### config.mk
export PLATFORM = sky130hd
export DESIGN_NAME = lin_frame_transmit_builder_core
export DESIGN_NICKNAME = d
export VERILOG_FILES = /design/src/rtl/ltb_pkg.sv /design/src/rtl/ltb_front.sv /design/src/rtl/ltb_queue.sv /design/src/rtl/ltb_back.sv /design/src/rtl/lin_frame_transmit_builder_core.sv
export SDC_FILE = /design/constraint.sdc
export NUM_CORES = 1
export LEC_CHECK = 0
export ABC_AREA = 1
export BUFFER_PORTS_ARGS = -buffer_cell sky130_fd_sc_hd__buf_2
export CORE_MARGIN = 2
export CORE_UTILIZATION = 43
export DETAILED_ROUTE_END_ITERATION = 8
export HOLD_SLACK_MARGIN = 0.05
export SYNTH_ARGS = -nofsm -noshare
export SYNTH_HDL_FRONTEND = slang
export SYNTH_SLANG_ARGS = --single-unit
export TNS_END_PERCENT = 10
### constraint.sdc
create_clock -name clock -period 7.5 [get_ports clock]
set_input_delay 1.125 -clock clock [delete_from_list [all_inputs] [get_ports clock]]
set_output_delay 1.125 -clock clock [all_outputs]
set_load 0.01 [all_outputs]
### src/rtl/ltb_pkg.sv
// ----------------------------------------------------------------------------
// ltb_pkg
// Types, constants and helper functions shared by the LIN frame builder.
// ----------------------------------------------------------------------------
`default_nettype none

package ltb_pkg;

   // framing constants
   localparam logic [7:0] SYNC_BYTE          = 8'h55;
   localparam logic [5:0] ID_MASK            = 6'h3F;
   localparam int         MAX_DATA_BYTES_DEF = 8;
   localparam int         QUEUE_DEPTH_DEF    = 2;
   localparam int         CNT_W              = 4;

   // back-end sequencer steps
   localparam logic [2:0] STEP_BREAK = 3'd0;
   localparam logic [2:0] STEP_SYNC  = 3'd1;
   localparam logic [2:0] STEP_PID   = 3'd2;
   localparam logic [2:0] STEP_DATA  = 3'd3;
   localparam logic [2:0] STEP_CKS   = 3'd4;

   // input item
   typedef struct packed {
      logic [5:0] frame_id;
      logic [7:0] data_byte;
      logic       first_byte;
      logic       last_byte;
   } req_item_type;

   // result item
   typedef struct packed {
      logic [7:0] tx_byte;
      logic       break_marker;
      logic       frame_end;
      logic       overflow;
   } rsp_item_type;

   // classified work passed from front to back
   typedef struct packed {
      logic       head;
      logic [7:0] pid;
      logic       ovf;
      logic [7:0] data;
      logic       cks;
      logic [7:0] cks_byte;
   } cmd_type;

   // protected identifier with parity bits p0 and p1
   function automatic logic [7:0] protect_id(input logic [5:0] id);
      logic p0;
      logic p1;
      p0 = id[0] ^ id[1] ^ id[2] ^ id[4];
      p1 = ~(id[1] ^ id[3] ^ id[4] ^ id[5]);
      return {p1, p0, id & ID_MASK};
   endfunction

   // 8-bit sum with end-around carry
   function automatic logic [7:0] sum_carry(input logic [7:0] a, input logic [7:0] b);
      logic [8:0] s;
      s = {1'b0, a} + {1'b0, b};
      return s[8] ? (s[7:0] + 8'd1) : s[7:0];
   endfunction

endpackage

`default_nettype wire

### src/rtl/ltb_front.sv
// ----------------------------------------------------------------------------
// ltb_front
// Accepts data bytes, tracks frame state and checksum, pushes one command
// per item that produces output.
// ----------------------------------------------------------------------------
`default_nettype none

module ltb_front #(
   parameter int MAX_DATA_BYTES = ltb_pkg::MAX_DATA_BYTES_DEF
) (
   input  wire                   clock,
   input  wire                   reset,
   input  wire                   req_valid,
   output logic                  req_stall,
   input  ltb_pkg::req_item_type req_item,
   input  wire                   q_full,
   output logic                  q_push,
   output ltb_pkg::cmd_type      q_cmd
);

   logic [7:0]                 sum_ff, sum_in;
   logic [ltb_pkg::CNT_W-1:0]  cnt_ff, cnt_in;
   logic                       open_ff, open_in;

   logic                       accept;
   logic [7:0]                 pid;
   logic [7:0]                 sum_base;
   logic [7:0]                 sum_new;
   logic [ltb_pkg::CNT_W-1:0]  cnt_base;
   logic                       ovf;

   assign req_stall = q_full;
   assign accept    = req_valid & ~req_stall;

   // classify the item against the open frame
   always_comb begin
      pid      = ltb_pkg::protect_id(req_item.frame_id);
      sum_base = req_item.first_byte ? pid : sum_ff;
      cnt_base = req_item.first_byte ? '0 : cnt_ff;
      ovf      = ~(cnt_base < ltb_pkg::CNT_W'(MAX_DATA_BYTES));
      sum_new  = ovf ? sum_base : ltb_pkg::sum_carry(sum_base, req_item.data_byte);
   end

   // command to the back end
   always_comb begin
      q_push         = accept & (req_item.first_byte | open_ff);
      q_cmd.head     = req_item.first_byte;
      q_cmd.pid      = pid;
      q_cmd.ovf      = ovf;
      q_cmd.data     = req_item.data_byte;
      q_cmd.cks      = req_item.last_byte;
      q_cmd.cks_byte = ~sum_new;
   end

   // frame state update
   always_comb begin
      sum_in  = sum_ff;
      cnt_in  = cnt_ff;
      open_in = open_ff;
      if (q_push) begin
         if (req_item.last_byte) begin
            sum_in  = '0;
            cnt_in  = '0;
            open_in = 1'b0;
         end else begin
            sum_in  = sum_new;
            cnt_in  = ovf ? cnt_base : cnt_base + ltb_pkg::CNT_W'(1);
            open_in = 1'b1;
         end
      end
   end

   always_ff @(posedge clock) begin
      if (reset) begin
         sum_ff  <= '0;
         cnt_ff  <= '0;
         open_ff <= 1'b0;
      end else begin
         sum_ff  <= sum_in;
         cnt_ff  <= cnt_in;
         open_ff <= open_in;
      end
   end

endmodule

`default_nettype wire

### src/rtl/ltb_queue.sv
// ----------------------------------------------------------------------------
// ltb_queue
// Small register queue of commands between the front and back ends.
// ----------------------------------------------------------------------------
`default_nettype none

module ltb_queue #(
   parameter int DEPTH = ltb_pkg::QUEUE_DEPTH_DEF
) (
   input  wire              clock,
   input  wire              reset,
   input  wire              push,
   input  ltb_pkg::cmd_type push_cmd,
   output logic             full,
   input  wire              pop,
   output ltb_pkg::cmd_type head_cmd,
   output logic             empty
);

   localparam int PTR_W = (DEPTH > 1) ? $clog2(DEPTH) : 1;
   localparam int CNT_W = $clog2(DEPTH + 1);

   ltb_pkg::cmd_type   slot_ff [DEPTH];
   logic [PTR_W-1:0]   wr_ff, wr_in;
   logic [PTR_W-1:0]   rd_ff, rd_in;
   logic [CNT_W-1:0]   cnt_ff, cnt_in;
   logic               do_push;
   logic               do_pop;

   assign full     = (cnt_ff == CNT_W'(DEPTH));
   assign empty    = (cnt_ff == '0);
   assign head_cmd = slot_ff[rd_ff];
   assign do_push  = push & ~full;
   assign do_pop   = pop & ~empty;

   // pointer wrap at depth
   always_comb begin
      wr_in  = wr_ff;
      rd_in  = rd_ff;
      cnt_in = cnt_ff;
      if (do_push) begin
         wr_in = (wr_ff == PTR_W'(DEPTH - 1)) ? '0 : wr_ff + PTR_W'(1);
      end
      if (do_pop) begin
         rd_in = (rd_ff == PTR_W'(DEPTH - 1)) ? '0 : rd_ff + PTR_W'(1);
      end
      if (do_push & ~do_pop) begin
         cnt_in = cnt_ff + CNT_W'(1);
      end else if (do_pop & ~do_push) begin
         cnt_in = cnt_ff - CNT_W'(1);
      end
   end

   always_ff @(posedge clock) begin
      if (reset) begin
         wr_ff  <= '0;
         rd_ff  <= '0;
         cnt_ff <= '0;
      end else begin
         wr_ff  <= wr_in;
         rd_ff  <= rd_in;
         cnt_ff <= cnt_in;
      end
   end

   // storage
   always_ff @(posedge clock) begin
      if (do_push) begin
         slot_ff[wr_ff] <= push_cmd;
      end
   end

endmodule

`default_nettype wire

### src/rtl/ltb_back.sv
// ----------------------------------------------------------------------------
// ltb_back
// Sequencer that expands one command into its result bytes, one per cycle
// while the output is not stalled, into an output register.
// ----------------------------------------------------------------------------
`default_nettype none

module ltb_back (
   input  wire                   clock,
   input  wire                   reset,
   input  wire                   q_empty,
   input  ltb_pkg::cmd_type      q_head,
   output logic                  q_pop,
   output logic                  rsp_valid,
   input  wire                   rsp_stall,
   output ltb_pkg::rsp_item_type rsp_item
);

   ltb_pkg::cmd_type      cur_ff, cur_in;
   logic                  cur_valid_ff, cur_valid_in;
   logic [2:0]            step_ff, step_in;
   logic                  rsp_valid_ff, rsp_valid_in;
   ltb_pkg::rsp_item_type rsp_ff, rsp_in;

   logic                  out_take;
   logic                  emit;
   logic                  last_step;
   ltb_pkg::rsp_item_type step_out;
   logic [2:0]            step_next;

   assign out_take  = ~rsp_valid_ff | ~rsp_stall;
   assign emit      = cur_valid_ff & out_take;
   assign last_step = (step_ff == ltb_pkg::STEP_CKS)
                    | ((step_ff == ltb_pkg::STEP_DATA) & ~cur_ff.cks);
   assign q_pop     = ~q_empty & (~cur_valid_ff | (emit & last_step));
   assign rsp_valid = rsp_valid_ff;
   assign rsp_item  = rsp_ff;

   // result for the current step
   always_comb begin
      step_out  = '0;
      step_next = step_ff;
      case (step_ff)
         ltb_pkg::STEP_BREAK: begin
            step_out.break_marker = 1'b1;
            step_next             = ltb_pkg::STEP_SYNC;
         end
         ltb_pkg::STEP_SYNC: begin
            step_out.tx_byte = ltb_pkg::SYNC_BYTE;
            step_next        = ltb_pkg::STEP_PID;
         end
         ltb_pkg::STEP_PID: begin
            step_out.tx_byte = cur_ff.pid;
            step_next        = ltb_pkg::STEP_DATA;
         end
         ltb_pkg::STEP_DATA: begin
            step_out.tx_byte  = cur_ff.ovf ? 8'h00 : cur_ff.data;
            step_out.overflow = cur_ff.ovf;
            step_next         = ltb_pkg::STEP_CKS;
         end
         ltb_pkg::STEP_CKS: begin
            step_out.tx_byte   = cur_ff.cks_byte;
            step_out.frame_end = 1'b1;
            step_next          = ltb_pkg::STEP_CKS;
         end
         default: begin
            step_out  = '0;
            step_next = ltb_pkg::STEP_CKS;
         end
      endcase
   end

   // command holding register and step counter
   always_comb begin
      cur_in       = cur_ff;
      cur_valid_in = cur_valid_ff;
      step_in      = step_ff;
      if (emit) begin
         step_in = step_next;
         if (last_step) begin
            cur_valid_in = 1'b0;
         end
      end
      if (q_pop) begin
         cur_in       = q_head;
         cur_valid_in = 1'b1;
         step_in      = q_head.head ? ltb_pkg::STEP_BREAK : ltb_pkg::STEP_DATA;
      end
   end

   // output register
   always_comb begin
      rsp_valid_in = rsp_valid_ff;
      rsp_in       = rsp_ff;
      if (out_take) begin
         rsp_valid_in = cur_valid_ff;
         rsp_in       = step_out;
      end
   end

   always_ff @(posedge clock) begin
      if (reset) begin
         cur_valid_ff <= 1'b0;
         step_ff      <= ltb_pkg::STEP_BREAK;
         rsp_valid_ff <= 1'b0;
      end else begin
         cur_valid_ff <= cur_valid_in;
         step_ff      <= step_in;
         rsp_valid_ff <= rsp_valid_in;
      end
   end

   always_ff @(posedge clock) begin
      cur_ff <= cur_in;
      rsp_ff <= rsp_in;
   end

endmodule

`default_nettype wire

### src/rtl/lin_frame_transmit_builder_core.sv
// ----------------------------------------------------------------------------
// lin_frame_transmit_builder_core
// Builds LIN 2.0 frame bytes: break, sync, protected id, data, enhanced
// checksum.
//
//   channel   ports        direction  payload
//   request   req_*        in         data byte, frame id, first/last marks
//   response  rsp_*        out        tx byte, break, frame end, overflow
//
// An item gives one to five result bytes, one per cycle from the back-end
// sequencer while the output is not stalled; a frame start with data and
// checksum gives five. A byte with no frame open gives no result.
// A first result passes the command queue, holding and output registers.
// Reset clears frame state, queue and output register.
// The command queue lets the front accept items while the output is stalled.
// ----------------------------------------------------------------------------
`default_nettype none

module lin_frame_transmit_builder_core #(
   parameter int MAX_DATA_BYTES = ltb_pkg::MAX_DATA_BYTES_DEF,
   parameter int QUEUE_DEPTH    = ltb_pkg::QUEUE_DEPTH_DEF
) (
   input  wire                   clock,
   input  wire                   reset,
   input  wire                   req_valid,
   output logic                  req_stall,
   input  ltb_pkg::req_item_type req_item,
   output logic                  rsp_valid,
   input  wire                   rsp_stall,
   output ltb_pkg::rsp_item_type rsp_item
);

   logic             q_full;
   logic             q_empty;
   logic             q_push;
   logic             q_pop;
   ltb_pkg::cmd_type q_cmd;
   ltb_pkg::cmd_type q_head;

   // front end: frame state and checksum
   ltb_front #(
      .MAX_DATA_BYTES (MAX_DATA_BYTES)
   ) u_front (
      .clock     (clock),
      .reset     (reset),
      .req_valid (req_valid),
      .req_stall (req_stall),
      .req_item  (req_item),
      .q_full    (q_full),
      .q_push    (q_push),
      .q_cmd     (q_cmd)
   );

   // command queue
   ltb_queue #(
      .DEPTH (QUEUE_DEPTH)
   ) u_queue (
      .clock    (clock),
      .reset    (reset),
      .push     (q_push),
      .push_cmd (q_cmd),
      .full     (q_full),
      .pop      (q_pop),
      .head_cmd (q_head),
      .empty    (q_empty)
   );

   // back end: byte sequencer
   ltb_back u_back (
      .clock     (clock),
      .reset     (reset),
      .q_empty   (q_empty),
      .q_head    (q_head),
      .q_pop     (q_pop),
      .rsp_valid (rsp_valid),
      .rsp_stall (rsp_stall),
      .rsp_item  (rsp_item)
   );

endmodule

`default_nettype wire

* Word level (Yosys, flattened, before mapping)
Memory sizes are Yosys's and may differ from the RTL's. A register that Yosys moved wholly into a read port is not among the register bits.
Cells that the tools add are included.
** Word-level totals
- Bits in registers :: 59
- Bits in writable memories :: 54
- Bits of input ports :: 20
- Output and inout port bits :: 13
- Memories kept :: 1
** Memory list
- u_queue.slot_ff :: depth 2, width 27, read ports 1, clocked after Yosys merged registers in 1, write ports 1, line ltb_queue.sv:23 : ltb_pkg::cmd_type slot_ff [DEPTH];
** Operators by class
- Add/subtract/negate cells :: 7
- Magnitude comparators :: 1
- Equality and inequality tests :: 5
- Muxes and demuxes :: 27
- Bitwise operators :: 31
- Reductions and logical operators :: 6
** Operator list (number)
- two-way mux 8 bit :: 5
- one-hot mux 8 bit (4 select lines) :: 1
- two-way mux 1 bit :: 12
- two-way mux 4 bit :: 3
- AND 1 bit :: 10
- NOT 1 bit :: 10
- adder 8 x 8 -> 9 bit :: 1
- one-hot mux 3 bit (3 select lines) :: 1
- adder 8 x 1 -> 8 bit, second input constant :: 1
- NOT 8 bit :: 1
- == test 3 x 2 -> 1 bit, second input constant :: 2
- two-way mux 2 bit :: 3
- two-way mux 3 bit :: 2
- nonzero test 2 bit :: 3
- XOR 1 bit :: 6
- adder 4 x 1 -> 4 bit, second input constant :: 1
- < comparator 4 bit, second input constant :: 1
- bitwise OR 1 bit :: 4
- == test 3 x 1 -> 1 bit, second input constant :: 1
- == test 3 bit, second input constant :: 1
- logical NOT 3 bit :: 1
- adder 1 bit, second input constant :: 2
- adder 2 x 1 -> 2 bit, second input constant :: 1
- == test 2 bit, second input constant :: 1
- other kinds (3) :: 3

* Longest topological paths before layout
- Depth in word-level cells :: 10
- Mapped depth :: 18

* Cells and area by module
A second synthesis with hierarchy kept.
** Unflattened totals
- Cells, all modules :: 494
- Area, all modules :: 5429.0 µm²
** By module, submodules not included
- ltb_queue :: times used 1, cells an instance 121, area an instance 2304.7 µm², sequential area each 1721.7 µm²
- ltb_back :: times used 1, cells an instance 119, area an instance 1567.8 µm², sequential area each 1211.2 µm²
- ltb_front :: times used 1, cells an instance 254, area an instance 1556.5 µm², sequential area each 260.2 µm²

* Worst setup path after synthesis
OpenSTA, ideal clock, no wires.
- Path type :: in2reg
- From :: input port req_item[1] (netlist name)
- To :: memory u_queue.slot_ff[0][6] (netlist name), data pin
- Setup time :: 0.258 ns
- Arrival time :: 3.032 ns
- Slack :: 4.211 ns
- Stages on the path :: 14
- Cell sequence :: buf_2 > clkbuf_1 > nand2_1 > nand2_1 > ha_1 > fa_1 > ha_1 > inv_1 > nor2_1 > nand2_1 > nor2_2 > nand3_1 > nand3_2 > nand2_1
** RTL lines
- start: declaration :: line lin_frame_transmit_builder_core.sv:27 : input ltb_pkg::req_item_type req_item,
- end: declaration :: line ltb_queue.sv:23

==> flow_metrics.py <==
metrics = {
    "drt": {
        "drc": 0,
        "wl_per_cell_microns": 14.2,
        "num_vias": 3234,
        "drt-total-wl_mm": 9.41,
        "firstDrtPassIters": 4,
        "drt_iter0_markers": 216,
        "ant_nets": 0,
        "viasPerCell": 4.89,
    },
    "sta": {
        "finalSetupViolations": 0,
        "tightestPinTransition_ps": 930,
        "holdWs_ps": 451,
        "finalMaxSlewViolations": 0,
        "max_freq_mhz": 313,
        "fin_crit_sh_pct": 42.6,
        "skew_ps": 6.94,
        "setup-tns-final_ps": 0,
        "hold_viol_final": 0,
        "min_period_ps": 3190,
        "rsz0062_at_grt": "false",
        "slew_headroom_pct": 37.7,
    },
    "synth": {
        "ys_types": 43,
        "synth-edff-count": 91,
        "yosysSeqAreaShare_pct": 61.4,
        "synth_top_flop_cell": "edfxtp_1",
        "synthArstFlopShare_pct": 0,
        "synthCells": 458,
        "ys.warnings.count": 0,
        "syn_area_per_cell_sq_um": 11.4,
        "synthesis.area_sq_um": 5200,
        "yosys-top-cells-area": "edfxtp_1 (53%), dfxtp_1 (8.9%), nand2_1 (7.2%), mux2_2 (5.6%), inv_1 (2.8%)",
        "yosysMostFrequentCell": "nand2_1",
        "yosysTopAreaCell": "edfxtp_1",
        "netlist_top_cells_count": "nand2_1 (100), edfxtp_1 (91), inv_1 (39)",
        "synth_nets": 490,
        "ys_ff_latch": 114,
        "netlist.area_leader.share_pct": 52.6,
    },
    "clock_network": {
        "clk_latency_ps": 400,
        "clkTransAtPathRegs_ps": 50,
        "tritoncts": "built",
        "clock_sinks": 114,
        "numCtsBuffers": 17,
        "postCtsSetupRepairBufs": 0,
        "ctsHtreeMaxLevel": 4,
        "cts_buffer_depth": 2,
        "ctsHoldBuffers": 0,
        "cts_resized": 0,
        "cts_root_buffer": "clkbuf_16",
    },
    "critical_path": {
        "crit_type": "in -> reg",
        "worstPathRequired_ps": 7650,
        "critPathCaptureType": "register",
        "r2r_cells": 9,
        "worstPathArrival_ps": 3340,
        "start_kind": "primary input",
        "worst-path-max-fanout": 21,
    },
    "floorplan": {
        "dieArea_sq_um": 13000,
        "start_util_pct": 43.7,
        "die_h_microns": 114,
        "die_x_microns": 114,
        "core_area_sq_um": 11900,
        "fp-row-count": 40,
        "io_pins": 33,
    },
    "layout": {
        "nFillCells": 1060,
        "drive_gt1_share_pct": 26.6,
        "final_nets": 534,
        "syn_to_final_growth_pct": 18.2,
        "fin_cells": 662,
        "insertedDiodeCount": 0,
        "register_area_sq_um": 3190,
        "multi_input_area_sq_um": 1780,
    },
    "grt": {
        "busiest_layer": "met2",
        "use_met3_pct": 4.25,
        "grt_pass1_vias": 3198,
        "grt_use_met1_pct": 20.7,
        "antenna_found_initial": 0,
        "grt_pass1_wl_mm": 15.6,
        "grt_max_degree": 34,
        "grt_overflow_total": 0,
        "grt_use_total_pct": 15.9,
        "met2_usage_pct": 24.6,
    },
    "outcome": {
        "outcome": "complete, no violations",
    },
    "hold_path": {
        "min_path_type": "reg -> reg",
        "holdPathStages": 1,
    },
    "power_and_ir_drop": {
        "power.density_nw_per_um2": 368,
        "cellLeakagePower_nw": 2.39,
        "vdd_drop_max_mv": 0.177,
    },
    "placement": {
        "port_buffers": 32,
        "dpl.hpwl_mm": 6.74,
        "place.gp.congestion": 0.844,
        "dp_cells": 630,
    },
    "flow_run": {
        "cap_violations": 0,
    },
}
-- metal layers --
layer,vias up,part of all wire (%)
li1,1654,-
met4,0,1.8
met5,-,0
met1,1508,48
met3,15,3.8
met2,57,46
-- cell families after synthesis --
logic type	Yosys count	synth area share [%]
buffers and inverters	58	4.50
muxes	27	5.82
and+or+nand+nor	187	17.5
adders and majority gates	12	3.03
AOI/OAI and AO/OA	50	6.02
DFF	114	61.4
xor gates and xnor gates	10	1.68
-- critical path, stage by stage --
cell     delay (ps)
buf_2           340
inv_1           170
nand2_1         100
nand2_1          60
ha_1            220
fa_1            520
ha_1            180
inv_1            40
nor2_1           90
nand2_1          70
nor2_2          160
nand3_1         110
nand3_2         100
nand2_1          60
-- cells in the final DEF, fill, tap and decap left out, types with 4 or more instances in the layout --
cell       netlist  layout
edfxtp_1        91      91
clkbuf_16        0      17
ha_1            11      11
nor2_1          29      27
a21oi_2          7       7
nand2_1        100     100
a21oi_1         18      18
clkinv_2         0       5
nand3_2          9       9
inv_2            7       7
buf_2            3      32
xor2_1           5       5
o21ai_0         13      13
nand2_2          6       6
bufinv_16        0       5
xnor2_1          5       5
inv_1           39      39
nand3_1         20      20
dfxtp_1         23      23
nand3b_1         4       4
mux2_2          26      26
nand4_1          4       4
-- flip-flops by register name, summed over array words and instances (netlist names), named ones only --
signal	count
u_back.cur_ff	26
u_back.cur_valid_ff	1
u_back.rsp_item	11
u_back.rsp_valid	1
u_back.step_ff	3
u_front.cnt_ff	4
u_front.open_ff	1
u_front.sum_ff	8
u_queue.cnt_ff	2
u_queue.rd_ff	1
u_queue.slot_ff	54
u_queue.wr_ff	1
-- power breakdown --
group,leakage [nW],total [W],internal (W),switching [W]
sequential,1.06,0.000933,0.000881,0.0000515
clock,0.305,0.000843,0.000582,0.000260
combinational,1.03,0.000484,0.000182,0.000302
-- layout make-up --
| cell class | count | share of cell area (%) |
|---|---|---|
| Tap cell | 147 | 2.99 |
| Clock inverter | 13 | 3.09 |
| Timing Repair Buffer | 35 | 2.97 |
| Clock buffer | 19 | 7.04 |
| Multi-Input combinational cell | 286 | 28.9 |
| Inverter | 48 | 3.01 |
| Sequential cell | 114 | 52.0 |
-- worst paths after layout --
path / slack (ps) / end / startpoint
worst max register to register: 4950 / u_queue.cnt_ff[1]$_SDFFE_PP0P_ / u_back.rsp_valid$_SDFFE_PP0P_
worst min-delay path: 450 / register / u_queue.rd_ff$_SDFFE_PP0P_
worst max-delay path: 4310 / u_queue.slot_ff[0][6]$_DFFE_PP_ / req_item[1]
worst min register to register: 450 / register / u_queue.rd_ff$_SDFFE_PP0P_
-- per-stage QoR --
step	total power (W)	area [sq um]	util, %	setup slack, ps
floorplan	0.00130	5200	-	4210
global placement	0.00142	5520	46.4	3950
detailed placement	0.00143	5520	46.4	3890
CTS	0.00228	6150	51.6	4320
global route	0.00238	6150	51.6	4080
finish	0.00226	6150	51.6	4310
Power figures use the tool's default switching activity.
